--- src/design/trcf_pkg.sv ---
package trcf_pkg;

	localparam int BASE_W        = 8;
	localparam int UNIT_SIZE_W   = 4;
	localparam int FIELD_COUNT_W = 16;

	localparam logic [FIELD_COUNT_W-1:0] FIELD_COUNT_MAX = '1;

	// one hop of the base delay line between neighboring cells
	typedef struct packed {
		logic              valid;
		logic [BASE_W-1:0] base;
	} link_t;

endpackage

--- src/design/trcf_cell.sv ---
module trcf_cell #(
	parameter int SIZE        = 1,
	parameter int COUNT_WIDTH = 16
) (
	input  logic                            clk,
	input  logic                            arst_n,
	input  logic                            beat,
	input  logic [trcf_pkg::BASE_W-1:0]     base,
	input  logic                            last_base,
	input  trcf_pkg::link_t                 link_in,
	output trcf_pkg::link_t                 link_out,
	output logic [trcf_pkg::BASE_W-1:0]     snap_base,
	output logic [COUNT_WIDTH-1:0]          snap_score
);
	import trcf_pkg::*;

	localparam int RW = (SIZE > 1) ? $clog2(SIZE) : 1;

	logic [BASE_W-1:0]      recent_q;
	logic                   valid_q;
	logic                   alive_q;
	logic [COUNT_WIDTH-1:0] mc_q;
	logic [RW-1:0]          rem_q;
	logic [COUNT_WIDTH-1:0] score_q;
	logic [BASE_W-1:0]      first_q;

	logic                   hit;
	logic                   miss;
	logic                   mc_inc;
	logic                   wrap;
	logic [COUNT_WIDTH-1:0] mc_n;
	logic [RW-1:0]          rem_n;
	logic [COUNT_WIDTH-1:0] score_n;
	logic                   alive_n;
	logic [BASE_W-1:0]      first_n;

	// score tracks (matches / SIZE) + 1 incrementally: rem_q is matches mod SIZE
	always_comb begin
		hit     = valid_q && alive_q && (recent_q == base);
		miss    = valid_q && alive_q && (recent_q != base);
		mc_inc  = hit && (mc_q != '1);
		wrap    = (rem_q == RW'(SIZE - 1));
		mc_n    = mc_inc ? mc_q + COUNT_WIDTH'(1) : mc_q;
		rem_n   = rem_q;
		score_n = score_q;
		if (mc_inc) begin
			rem_n = wrap ? '0 : rem_q + RW'(1);
			if (wrap && (score_q != '1)) begin
				score_n = score_q + COUNT_WIDTH'(1);
			end
		end
		alive_n = alive_q && !miss;
		// this cell's slot is the next base of the window when the left neighbor is filled
		first_n = (link_in.valid && !valid_q) ? base : first_q;
	end

	always_ff @(posedge clk or negedge arst_n) begin
		if (!arst_n) begin
			valid_q <= 1'b0;
			alive_q <= 1'b1;
			mc_q    <= '0;
			rem_q   <= '0;
			score_q <= COUNT_WIDTH'(1);
		end else if (beat) begin
			if (last_base) begin
				valid_q <= 1'b0;
				alive_q <= 1'b1;
				mc_q    <= '0;
				rem_q   <= '0;
				score_q <= COUNT_WIDTH'(1);
			end else begin
				valid_q <= link_in.valid;
				alive_q <= alive_n;
				mc_q    <= mc_n;
				rem_q   <= rem_n;
				score_q <= score_n;
			end
		end
	end

	always_ff @(posedge clk) begin
		if (beat) begin
			recent_q <= link_in.base;
			first_q  <= first_n;
		end
	end

	assign link_out.valid = valid_q;
	assign link_out.base  = recent_q;
	assign snap_base      = first_n;
	assign snap_score     = score_n;

endmodule

--- src/design/trcf_sel.sv ---
module trcf_sel #(
	parameter int N = 11,
	parameter int W = 16
) (
	input  logic                                clk,
	input  logic                                arst_n,
	input  logic                                en,
	input  logic                                load,
	input  logic [W-1:0]                        scores [N],
	input  logic [trcf_pkg::BASE_W-1:0]         bases [N],
	output logic                                out_valid,
	output logic [((N > 1) ? $clog2(N) : 1)-1:0] out_idx,
	output logic [W-1:0]                        out_score,
	output logic [trcf_pkg::BASE_W-1:0]         out_bases [N]
);
	import trcf_pkg::*;

	localparam int LV  = $clog2(N);
	localparam int P   = 1 << LV;
	localparam int IXW = (N > 1) ? $clog2(N) : 1;

	// heap layout: root at 1, leaves at P..2P-1, every node registered
	logic [W-1:0]      sc_q [1:2*P-1];
	logic [IXW-1:0]    ix_q [1:2*P-1];
	logic              vl_q [0:LV];
	logic [BASE_W-1:0] bs_q [0:LV][N];

	always_ff @(posedge clk or negedge arst_n) begin
		if (!arst_n) begin
			for (int k = 0; k <= LV; k++) begin
				vl_q[k] <= 1'b0;
			end
		end else if (en) begin
			vl_q[0] <= load;
			for (int k = 1; k <= LV; k++) begin
				vl_q[k] <= vl_q[k-1];
			end
		end
	end

	always_ff @(posedge clk) begin
		if (en) begin
			for (int i = 0; i < N; i++) begin
				sc_q[P+i] <= scores[i];
				ix_q[P+i] <= IXW'(i);
			end
			// padding leaves score zero and never beat a real size
			for (int i = N; i < P; i++) begin
				sc_q[P+i] <= '0;
				ix_q[P+i] <= '0;
			end
			// right child wins only when strictly greater: smaller size on ties
			for (int n = 1; n < P; n++) begin
				if (sc_q[2*n+1] > sc_q[2*n]) begin
					sc_q[n] <= sc_q[2*n+1];
					ix_q[n] <= ix_q[2*n+1];
				end else begin
					sc_q[n] <= sc_q[2*n];
					ix_q[n] <= ix_q[2*n];
				end
			end
			bs_q[0] <= bases;
			for (int k = 1; k <= LV; k++) begin
				bs_q[k] <= bs_q[k-1];
			end
		end
	end

	assign out_valid = vl_q[LV];
	assign out_idx   = ix_q[1];
	assign out_score = sc_q[1];
	assign out_bases = bs_q[LV];

endmodule

--- src/design/trcf_emit.sv ---
module trcf_emit #(
	parameter int N = 11,
	parameter int W = 16
) (
	input  logic                                clk,
	input  logic                                arst_n,
	input  logic                                ans_valid,
	input  logic [((N > 1) ? $clog2(N) : 1)-1:0] ans_idx,
	input  logic [W-1:0]                        ans_score,
	input  logic [trcf_pkg::BASE_W-1:0]         ans_bases [N],
	output logic                                take,
	output logic                                m_tvalid,
	input  logic                                m_tready,
	output logic [31:0]                         m_tdata,
	output logic                                m_tlast
);
	import trcf_pkg::*;

	localparam int SZW = $clog2(N + 1);

	logic                     busy_q;
	logic [SZW-1:0]           rem_q;
	logic [SZW-1:0]           size_q;
	logic [FIELD_COUNT_W-1:0] count_q;
	logic [BASE_W-1:0]        bases_q [N];

	logic                     last_beat;
	logic                     load;
	logic [SZW-1:0]           ans_size;
	logic [W+FIELD_COUNT_W-1:0] score_ext;
	logic [FIELD_COUNT_W-1:0] count_clamp;
	logic [SZW+UNIT_SIZE_W-1:0] size_ext;

	always_comb begin
		last_beat   = busy_q && (rem_q == SZW'(1));
		take        = !busy_q || (m_tready && last_beat);
		load        = take && ans_valid;
		ans_size    = SZW'(ans_idx) + SZW'(1);
		score_ext   = {{FIELD_COUNT_W{1'b0}}, ans_score};
		count_clamp = (score_ext > (W + FIELD_COUNT_W)'(FIELD_COUNT_MAX)) ?
			FIELD_COUNT_MAX : score_ext[FIELD_COUNT_W-1:0];
		size_ext    = {{UNIT_SIZE_W{1'b0}}, size_q};
	end

	always_ff @(posedge clk or negedge arst_n) begin
		if (!arst_n) begin
			busy_q <= 1'b0;
			rem_q  <= '0;
		end else if (load) begin
			busy_q <= 1'b1;
			rem_q  <= ans_size;
		end else if (busy_q && m_tready) begin
			busy_q <= !last_beat;
			rem_q  <= rem_q - SZW'(1);
		end
	end

	always_ff @(posedge clk) begin
		if (load) begin
			size_q  <= ans_size;
			count_q <= count_clamp;
			bases_q <= ans_bases;
		end else if (busy_q && m_tready) begin
			for (int i = 0; i < N - 1; i++) begin
				bases_q[i] <= bases_q[i+1];
			end
		end
	end

	assign m_tvalid = busy_q;
	assign m_tlast  = last_beat;
	assign m_tdata  = {4'b0000, count_q, size_ext[UNIT_SIZE_W-1:0], bases_q[0]};

endmodule

--- src/design/tandem_repeat_context_finder.sv ---
// Finds the tandem repeat unit at the start of a reference window. Bases stream in one per
// cycle on the slave side, s_tlast on the final base of the window. A row of MAX_UNIT cells,
// one per unit size, passes each base down a delay line and compares it against the base that
// many places back, so every base is absorbed in the cycle it is accepted and the next window
// may start on the following cycle. On the final base the per-size repeat counts go into a
// registered max tree; the counts pass the leaf registers, then the tree levels, then the output
// register before the first answer beat is presented.
// The answer is sent as unit_size beats, one unit base each, all carrying the size and count,
// m_tlast on the final one. One answer is buffered at the output and one waits at the tree head;
// s_tready drops while the tree head holds an answer that the busy output cannot take yet.
module tandem_repeat_context_finder #(
	parameter int MAX_UNIT    = 11,
	parameter int COUNT_WIDTH = 16
) (
	input  logic        clk,
	input  logic        arst_n,
	input  logic        s_tvalid,
	output logic        s_tready,
	input  logic [7:0]  s_tdata,  // [7:0] base
	input  logic        s_tlast,  // last_base
	output logic        m_tvalid,
	input  logic        m_tready,
	output logic [31:0] m_tdata,  // [7:0] unit_base, [11:8] unit_size, [27:12] repeat_count
	output logic        m_tlast   // last_of_run
);
	import trcf_pkg::*;

	localparam int IXW = (MAX_UNIT > 1) ? $clog2(MAX_UNIT) : 1;

	logic                   beat;
	logic                   win_end;
	logic                   en;
	logic                   take;
	link_t                  link [MAX_UNIT+1];
	logic [BASE_W-1:0]      snap_base [MAX_UNIT];
	logic [COUNT_WIDTH-1:0] snap_score [MAX_UNIT];
	logic [MAX_UNIT-1:0]    vld_vec;

	logic                   sel_valid;
	logic [IXW-1:0]         sel_idx;
	logic [COUNT_WIDTH-1:0] sel_score;
	logic [BASE_W-1:0]      sel_bases [MAX_UNIT];

	assign en       = !sel_valid || take;
	assign s_tready = en;
	assign beat     = s_tvalid && s_tready;
	assign win_end  = beat && s_tlast;

	assign link[0].valid = 1'b1;
	assign link[0].base  = s_tdata;

	for (genvar k = 0; k < MAX_UNIT; k++) begin : g_cell
		trcf_cell #(
			.SIZE        (k + 1),
			.COUNT_WIDTH (COUNT_WIDTH)
		) u_cell (
			.clk        (clk),
			.arst_n     (arst_n),
			.beat       (beat),
			.base       (s_tdata),
			.last_base  (s_tlast),
			.link_in    (link[k]),
			.link_out   (link[k+1]),
			.snap_base  (snap_base[k]),
			.snap_score (snap_score[k])
		);
		assign vld_vec[k] = link[k+1].valid;
	end

	trcf_sel #(
		.N (MAX_UNIT),
		.W (COUNT_WIDTH)
	) u_sel (
		.clk       (clk),
		.arst_n    (arst_n),
		.en        (en),
		.load      (win_end),
		.scores    (snap_score),
		.bases     (snap_base),
		.out_valid (sel_valid),
		.out_idx   (sel_idx),
		.out_score (sel_score),
		.out_bases (sel_bases)
	);

	trcf_emit #(
		.N (MAX_UNIT),
		.W (COUNT_WIDTH)
	) u_emit (
		.clk       (clk),
		.arst_n    (arst_n),
		.ans_valid (sel_valid),
		.ans_idx   (sel_idx),
		.ans_score (sel_score),
		.ans_bases (sel_bases),
		.take      (take),
		.m_tvalid  (m_tvalid),
		.m_tready  (m_tready),
		.m_tdata   (m_tdata),
		.m_tlast   (m_tlast)
	);

	// the delay line fills from cell 0 onward: a filled cell has a filled left neighbor
	a_fill_order: assert property (@(posedge clk) disable iff (!arst_n)
		((vld_vec & (vld_vec >> 1)) == (vld_vec >> 1)))
		else $error("cell fill order broken");

	a_window_clear: assert property (@(posedge clk) disable iff (!arst_n)
		win_end |=> (vld_vec == '0))
		else $error("cells not cleared after final base");

	a_count_nonzero: assert property (@(posedge clk) disable iff (!arst_n)
		m_tvalid |-> (m_tdata[27:12] != 16'h0000) && (m_tdata[11:8] != 4'h0))
		else $error("answer beat with zero count or size");

	a_answer_held: assert property (@(posedge clk) disable iff (!arst_n)
		(sel_valid && !take) |=> sel_valid && $stable(sel_idx) && $stable(sel_score))
		else $error("pending answer lost at tree head");

endmodule

--- config.mk ---
export PLATFORM = sky130hd
export DESIGN_NAME = tandem_repeat_context_finder
export DESIGN_NICKNAME = d
export VERILOG_FILES = /design/src/design/trcf_pkg.sv /design/src/design/trcf_cell.sv /design/src/design/trcf_sel.sv /design/src/design/trcf_emit.sv /design/src/design/tandem_repeat_context_finder.sv
export SDC_FILE = /design/constraint.sdc
export NUM_CORES = 2
export LEC_CHECK = 0
export BUFFER_PORTS_ARGS = -buffer_cell sky130_fd_sc_hd__clkbuf_2
export CAP_MARGIN = 5
export CORE_AREA = 2 2 359 361
export CTS_CLUSTER_SIZE = 30
export DETAILED_ROUTE_END_ITERATION = 10
export DIE_AREA = 0 0 361 363
export GPL_TIMING_DRIVEN = 0
export HOLD_SLACK_MARGIN = 0.05
export PLACE_DENSITY = 0.7
export SLEW_MARGIN = 20
export SYNTH_ARGS = -nofsm -noshare
export SYNTH_HDL_FRONTEND = slang
export SYNTH_SLANG_ARGS = --single-unit
--- constraint.sdc ---
create_clock -name clk -period 39.5 [get_ports clk]
set_input_delay 1.975 -clock clk [delete_from_list [all_inputs] [get_ports clk]]
set_output_delay 1.975 -clock clk [all_outputs]
set_load 0.02 [all_outputs]
### Word-level counts from Yosys, hierarchy flattened

Memories as Yosys holds them, arrays and structs flattened. A register that Yosys moved wholly into a read port is not among the register bits.
Cells that the tools add are included.
Widths: inputs -> output; s select.

* reduce and logical (&&, ||, !) cells: 131
* add/subtract/negate cells: 35
* $lt $le $gt $ge: 15
* eq/ne operators: 54
* bitwise logic cells: 31
* muxes and demuxes: 249

Operators with widths (count)
* $mux 16: 70
* $add 16x1->16 const B: 22
* $ne 16x16->1 const B: 22
* $gt 16x16->1: 15
* $mux 80: 2
* $mux 1: 122
* $mux 4: 26
* $eq 8x8->1: 11
* $mux 8: 11
* $ne 8x8->1: 11
* $logic_and 1x1->1: 82
* $mux 3: 12
* $or 1x1->1: 30
* $logic_not 1->1: 24
* $reduce_bool 2->1: 12
* $reduce_and 2->1: 11
* $add 4x1->4 const B: 4
* $add 3x1->3 const B: 4
* $eq 3x3->1 const B: 4
* $eq 4x4->1 const B: 3
* $mux 2: 6
* $add 2x1->2 const B: 2
* $eq 2x2->1 const B: 2
* $eq 4x1->1 const B: 1
* other kinds (4): 6

* output and inout port bits: 35
* flip-flop bits (word level): 682
* logic and storage cells: 614
* memory bits (writable): 1060
* bits of input ports: 13
* memories: 3

Memories
* u_sel.sc_q: words 31, bits a word 16, read ports 31, clocked after memory_dff 1, write ports 31, line trcf_sel.sv:23 `logic [W-1:0] sc_q [1:2*P-1];`
* u_sel.bs_q: words 5, bits a word 88, read ports 5, clocked after memory_dff 0, write ports 5, line trcf_sel.sv:26 `logic [BASE_W-1:0] bs_q [0:LV][N];`
* u_sel.ix_q: words 31, bits a word 4, read ports 31, clocked after memory_dff 0, write ports 31, line trcf_sel.sv:24 `logic [IXW-1:0] ix_q [1:2*P-1];`

### Longest topological paths before layout

* depth in word-level cells: 8
* depth in mapped cells: 11
* depth with buffers taken out: 9

### Cells and area by module

Synthesis repeated with hierarchy kept, for this count alone.

* cell total of the unflattened synthesis: 6110
* area total of the unflattened synthesis: 73908.4 µm²

By module, submodules not included
* trcf_sel: area each 34171.5 µm², instances 1, sequential area each 25079.1 µm², cells an instance 2119
* trcf_emit: area each 4693.3 µm², instances 1, sequential area each 3368.2 µm², cells an instance 418
* trcf_cell (g_cell[8].u_cell): area each 3433.3 µm², instances 1, sequential area each 1433.9 µm², cells an instance 352
* trcf_cell (g_cell[9].u_cell): area each 3357.0 µm², instances 1, sequential area each 1433.9 µm², cells an instance 336
* trcf_cell (g_cell[4].u_cell): area each 3268.1 µm², instances 1, sequential area each 1408.9 µm², cells an instance 325
* trcf_cell (g_cell[3].u_cell): area each 3256.9 µm², instances 1, sequential area each 1383.8 µm², cells an instance 330
* trcf_cell (g_cell[7].u_cell): area each 3248.1 µm², instances 1, sequential area each 1408.9 µm², cells an instance 330
* trcf_cell (g_cell[2].u_cell): area each 3176.8 µm², instances 1, sequential area each 1383.8 µm², cells an instance 336
* trcf_cell (g_cell[5].u_cell): area each 3133.0 µm², instances 1, sequential area each 1408.9 µm², cells an instance 317
* trcf_cell (g_cell[6].u_cell): area each 3070.4 µm², instances 1, sequential area each 1408.9 µm², cells an instance 318
* trcf_cell (g_cell[10].u_cell): area each 3061.7 µm², instances 1, sequential area each 1433.9 µm², cells an instance 311
* trcf_cell (g_cell[1].u_cell): area each 3052.9 µm², instances 1, sequential area each 1358.8 µm², cells an instance 313
* trcf_cell (g_cell[0].u_cell): area each 2955.3 µm², instances 1, sequential area each 1333.8 µm², cells an instance 301
* tandem_repeat_context_finder: area each 30.0 µm², instances 1, sequential area each 0.0 µm², cells an instance 4

### Worst setup path after synthesis

Ideal clock, no wire load.

* path type: in2reg
* start point: in m_tready
* end point: reg, netlist name u_sel.ix_q[0][53]
* buffers on the path: 2
* library setup time: 2.841 ns
* slack: 21.388 ns
* data required time: 36.659 ns
* arrival time: 15.271 ns
* stages on the path: 5
* cell sequence: nand4bb_1 > and2_1 > clkbuf_1 > clkbuf_1 > inv_1

RTL lines
* from (decl): line tandem_repeat_context_finder.sv:22 `input logic m_tready,`

### Final worst setup path

* start point: in m_tready
* end point: out s_tready

* word-level cells in the longest chain between the ends: 3

Ends and longest elaborated chain
* $logic_and 1x1->1: line trcf_emit.sv:36 `take = !busy_q || (m_tready && last_beat);`
* $logic_or 1x1->1: line trcf_emit.sv:36
* $logic_or 1x1->1: line tandem_repeat_context_finder.sv:44 `assign en = !sel_valid || take;`
* to (decl): line tandem_repeat_context_finder.sv:18 `output logic s_tready,`

No other way between the ends.

==> results by group <==
Final layout
  – Register Area: 43800 µm²
  – Fill cells: 9660
  – Synthesis-to-layout area growth: 11.7%
  – Multi-input logic area: 23500 µm²
  – Fin area: 77600 µm²
  – Fraction of layout cells with a size suffix above 1: 0.123
  – Fin nets: 5968

Clocking
  – Post-CTS Resized: 0
  – Clock tree buffer depth: 3
  – CTS Buf Count: 158
  – CTS tree: yes
  – Hold buffer count at CTS: 0
  – CTS Sinks: 1528
  – Clock Latency Late Sink: 820 ps
  – H-tree Lvls: 4
  – Clock-pin slew on the worst setup and hold paths: 70 ps
  – Root Buffer Master: clkbuf_16
  – Postcts setup bufs: 0

Die
  – CORE AREA: 127000 µm²
  – DIE AREA: 131000 µm²
  – Die Wd: 361 µm
  – Placement Rows: 131
  – I/O pins: 48
  – Initial Util: 0.547
  – Die Y-Extent: 363 µm

STA
  – Max_slew headroom: 0.124
  – Final Hold Viols: 0
  – Min Tclk post-route: 7590 ps
  – Fraction of the cycle the final worst path needs: 0.192
  – Max Fclk: 132 MHz
  – Worst Skew: 44.3 ps
  – RSZ-0062 raised after global routing: false
  – Final setup viols: 0
  – Worst slew pin tran: 1310 ps
  – Final Max Slew Viols: 0
  – Worst hold slack: 395 ps
  – Setup TNS Final: 0 ps

Worst setup path
  – Slowest-stage cell, CP: inv_8
  – Crit path arrival time: 5620 ps
  – Critical path fanouts, max: 98
  – Critical path class: input port to primary output
  – CP most frequent cell: clkbuf_2
  – Cell depth of the worst setup path: 8
  – R2r worst-path depth: 13
  – Crit. End Element: primary output
  – Setup crit start kind: input port
  – Critical path's largest stage delay: 620 ps
  – Worst Path Required: 37520 ps
  – CP Buf/Inv Count: 6
  – Cells along the critical path: clkbuf_2, nand4bb_1, and2_1, clkbuf_1, clkbuf_2, inv_8, buf_16, clkbuf_2
  – Largest delay share family, worst path: buffers and inverters

Route
  – DRC: 0
  – Via count: 45.9k
  – Initial DRC Count: 5477
  – Post-route ant nets: 0
  – Wirelength per Cell: 23.7 µm
  – Pre-Repair DR Iteration Count: 9
  – Final wirelength: 179000 µm
  – Vias per cell: 6.07

Worst hold path
  – Worst min path class: register to register
  – WHS Path Cells: 0

Logic synthesis
  – Netlist cell types: 98
  – Dominant cell type by area after synthesis: edfxtp_1
  – Number of synthesized flops with an enable pin: 1115
  – Mean Syn Cell Area: 12.6 µm²
  – Dominant synthesized flop cell: edfxtp_1
  – Seq/Total Area, Yosys: 0.631
  – Synth top area share: 0.482
  – Asr flop ratio synth: 0.270
  – Cells after synthesis: 5532
  – Yosys warns: 0
  – Ranking of synthesized cells by area: edfxtp_1, dfrtp_1, mux2_2
  – Register bit total from synthesis: 1528
  – Mapped Area: 69500 µm²

Global route
  – Initial antenna violation count: 14
  – Total GRT Usage: 0.274
  – Vias in the first global route: 44.4k
  – First-pass GRT wire length: 270000 µm
  – Gr ovfl total: 0
  – Largest net degree at the start of global routing: 115

Power and ir drop
  – Leakage power: 29.4 nW
  – PwrDens: 55.1 nW/µm²
  – Sw Ratio: 0.280
  – Clock group share of total power: 0.343
  – Max VDD drop: 0.0442 mV
  – Internal: 3.08 mW
  – Seq pwr share: 0.501
  – Net Switching: 1.20 mW
  – Combinational share of power: 0.155
  – Final Total Pwr: 4.28 mW

Placed design
  – GP Congestion: 0.966
  – Dpl hpwl: 123000 µm
  – DP Area: 72500 µm²
  – Port buffer count: 42

Status
  – Status: complete, no violations

Run
  – Number of max-cap violations: 0
cells in the final DEF (no fill, tap or decap), types with 22 or more instances in the layout:
cell type	netlist	final
mux2_2	260	259
a221o_1	26	26
dfrtp_1	391	391
nor2_1	262	261
and4_1	46	46
nand3_1	193	193
a21oi_1	129	129
and3_1	103	103
o311ai_0	27	27
clkbuf_1	202	231
nor4_1	71	69
and2_1	92	92
xnor2_1	208	208
clkbuf_16	0	159
or3_1	25	25
nand2b_1	32	32
nand4_1	188	188
inv_1	245	244
clkbuf_2	2	60
buf_2	42	46
dfstp_2	22	22
xor2_1	108	108
mux2i_1	107	107
nand2_1	664	664
a311o_1	25	25
a31oi_1	44	44
o21ai_0	214	214
edfxtp_1	1115	1115
nor2b_1	26	26
clkinv_1	0	30
nor3_1	108	107
ha_1	196	196
power by group through the flow:
stage	clock [mW]	combinational [mW]	sequential (mW)
4_1_cts	1.49	0.661	2.14
3_3_place_gp	0	0.614	2.34
3_5_place_dp	0	0.656	2.17
6_report	1.47	0.664	2.14
2_1_floorplan	0	0.411	2.26
5_1_grt	1.55	0.723	2.16
sequential cells by signal, indices dropped and copies added, names as in the netlist, 29 cells and up:
signal and count:
u_emit.bases_q 80, u_sel.sc_q 368, g_cell.u_cell.first_q 88, g_cell.u_cell.rem_q 29, g_cell.u_cell.score_q 176, g_cell.u_cell.mc_q 176
g_cell.u_cell.recent_q 88, u_sel.bs_q 440
area by class of cell:
cell class / count / area share
Inverter: 246 / 0.0120
Multi-Input combinational cell: 3463 / 0.302
Clock inverter: 84 / 0.0122
Clock buffer: 210 / 0.0542
Buffer: 298 / 0.0178
Tap cell: 1662 / 0.0268
Timing Repair Buffer: 64 / 0.00985
Sequential cell: 1528 / 0.565
Antenna cell: 4 / 0.000129
cells by family (layout without fill, tap and decap cells):
family,after synthesis,after routing,share of synthesized area
other cells,1,8,0.0000539
xor+xnor,316,316,0.0398
fa+ha+maj,196,196,0.0353
flops,1528,1528,0.631
mux,367,367,0.0575
buf+inv,544,902,0.0327
compound gates,669,669,0.0646
simple gates,1911,1911,0.140
synth_stat cells (103+ instances only):
cell type  number
inv_1         245
nand4_1       188
nand3_1       193
a21oi_1       129
nor3_1        108
nor2_1        262
xnor2_1       208
dfrtp_1       391
nand2_1       664
clkbuf_1      202
and3_1        103
ha_1          196
edfxtp_1     1115
xor2_1        108
o21ai_0       214
mux2_2        260
mux2i_1       107
worst paths after layout:
check / startpoint / end / slack (ps)
max: m_tready / s_tready / 31910
min: u_sel.bs_q[0][290]$_DFFE_PN_ / u_sel.bs_q[0][378]$_DFFE_PN_ / 400
max reg2reg: u_emit.rem_q[1]$_DFFE_PN0P_ / g_cell[2].u_cell.first_q[1]$_DFFE_PP_ / 34050
min reg2reg: u_sel.bs_q[0][290]$_DFFE_PN_ / u_sel.bs_q[0][378]$_DFFE_PN_ / 400
max in group asynchronous: arst_n / g_cell[10].u_cell.score_q[7]$_DFFE_PN0P_ / 36410
min in group asynchronous: arst_n / g_cell[2].u_cell.mc_q[15]$_DFFE_PN0P_ / 1110
metal layers:
layer	GRT usage	vias to the layer above	wire length (µm)
li1	-	20879	-
met1	0.387	22532	75600
met2	0.410	2036	78600
met3	0.0641	456	16900
met4	0.115	2	7790
met5	0	-	12
metrics by stage:
stage,utilization,cells,worst slack (ps)
6_report,0.611,7559,31910
4_1_cts,0.611,7555,32060
5_1_grt,0.611,7555,31810
3_3_place_gp,0.566,7239,14240
2_1_floorplan,-,5535,21390
3_5_place_dp,0.570,7261,32080
No activity file was read; power rests on OpenSTA's default activity.
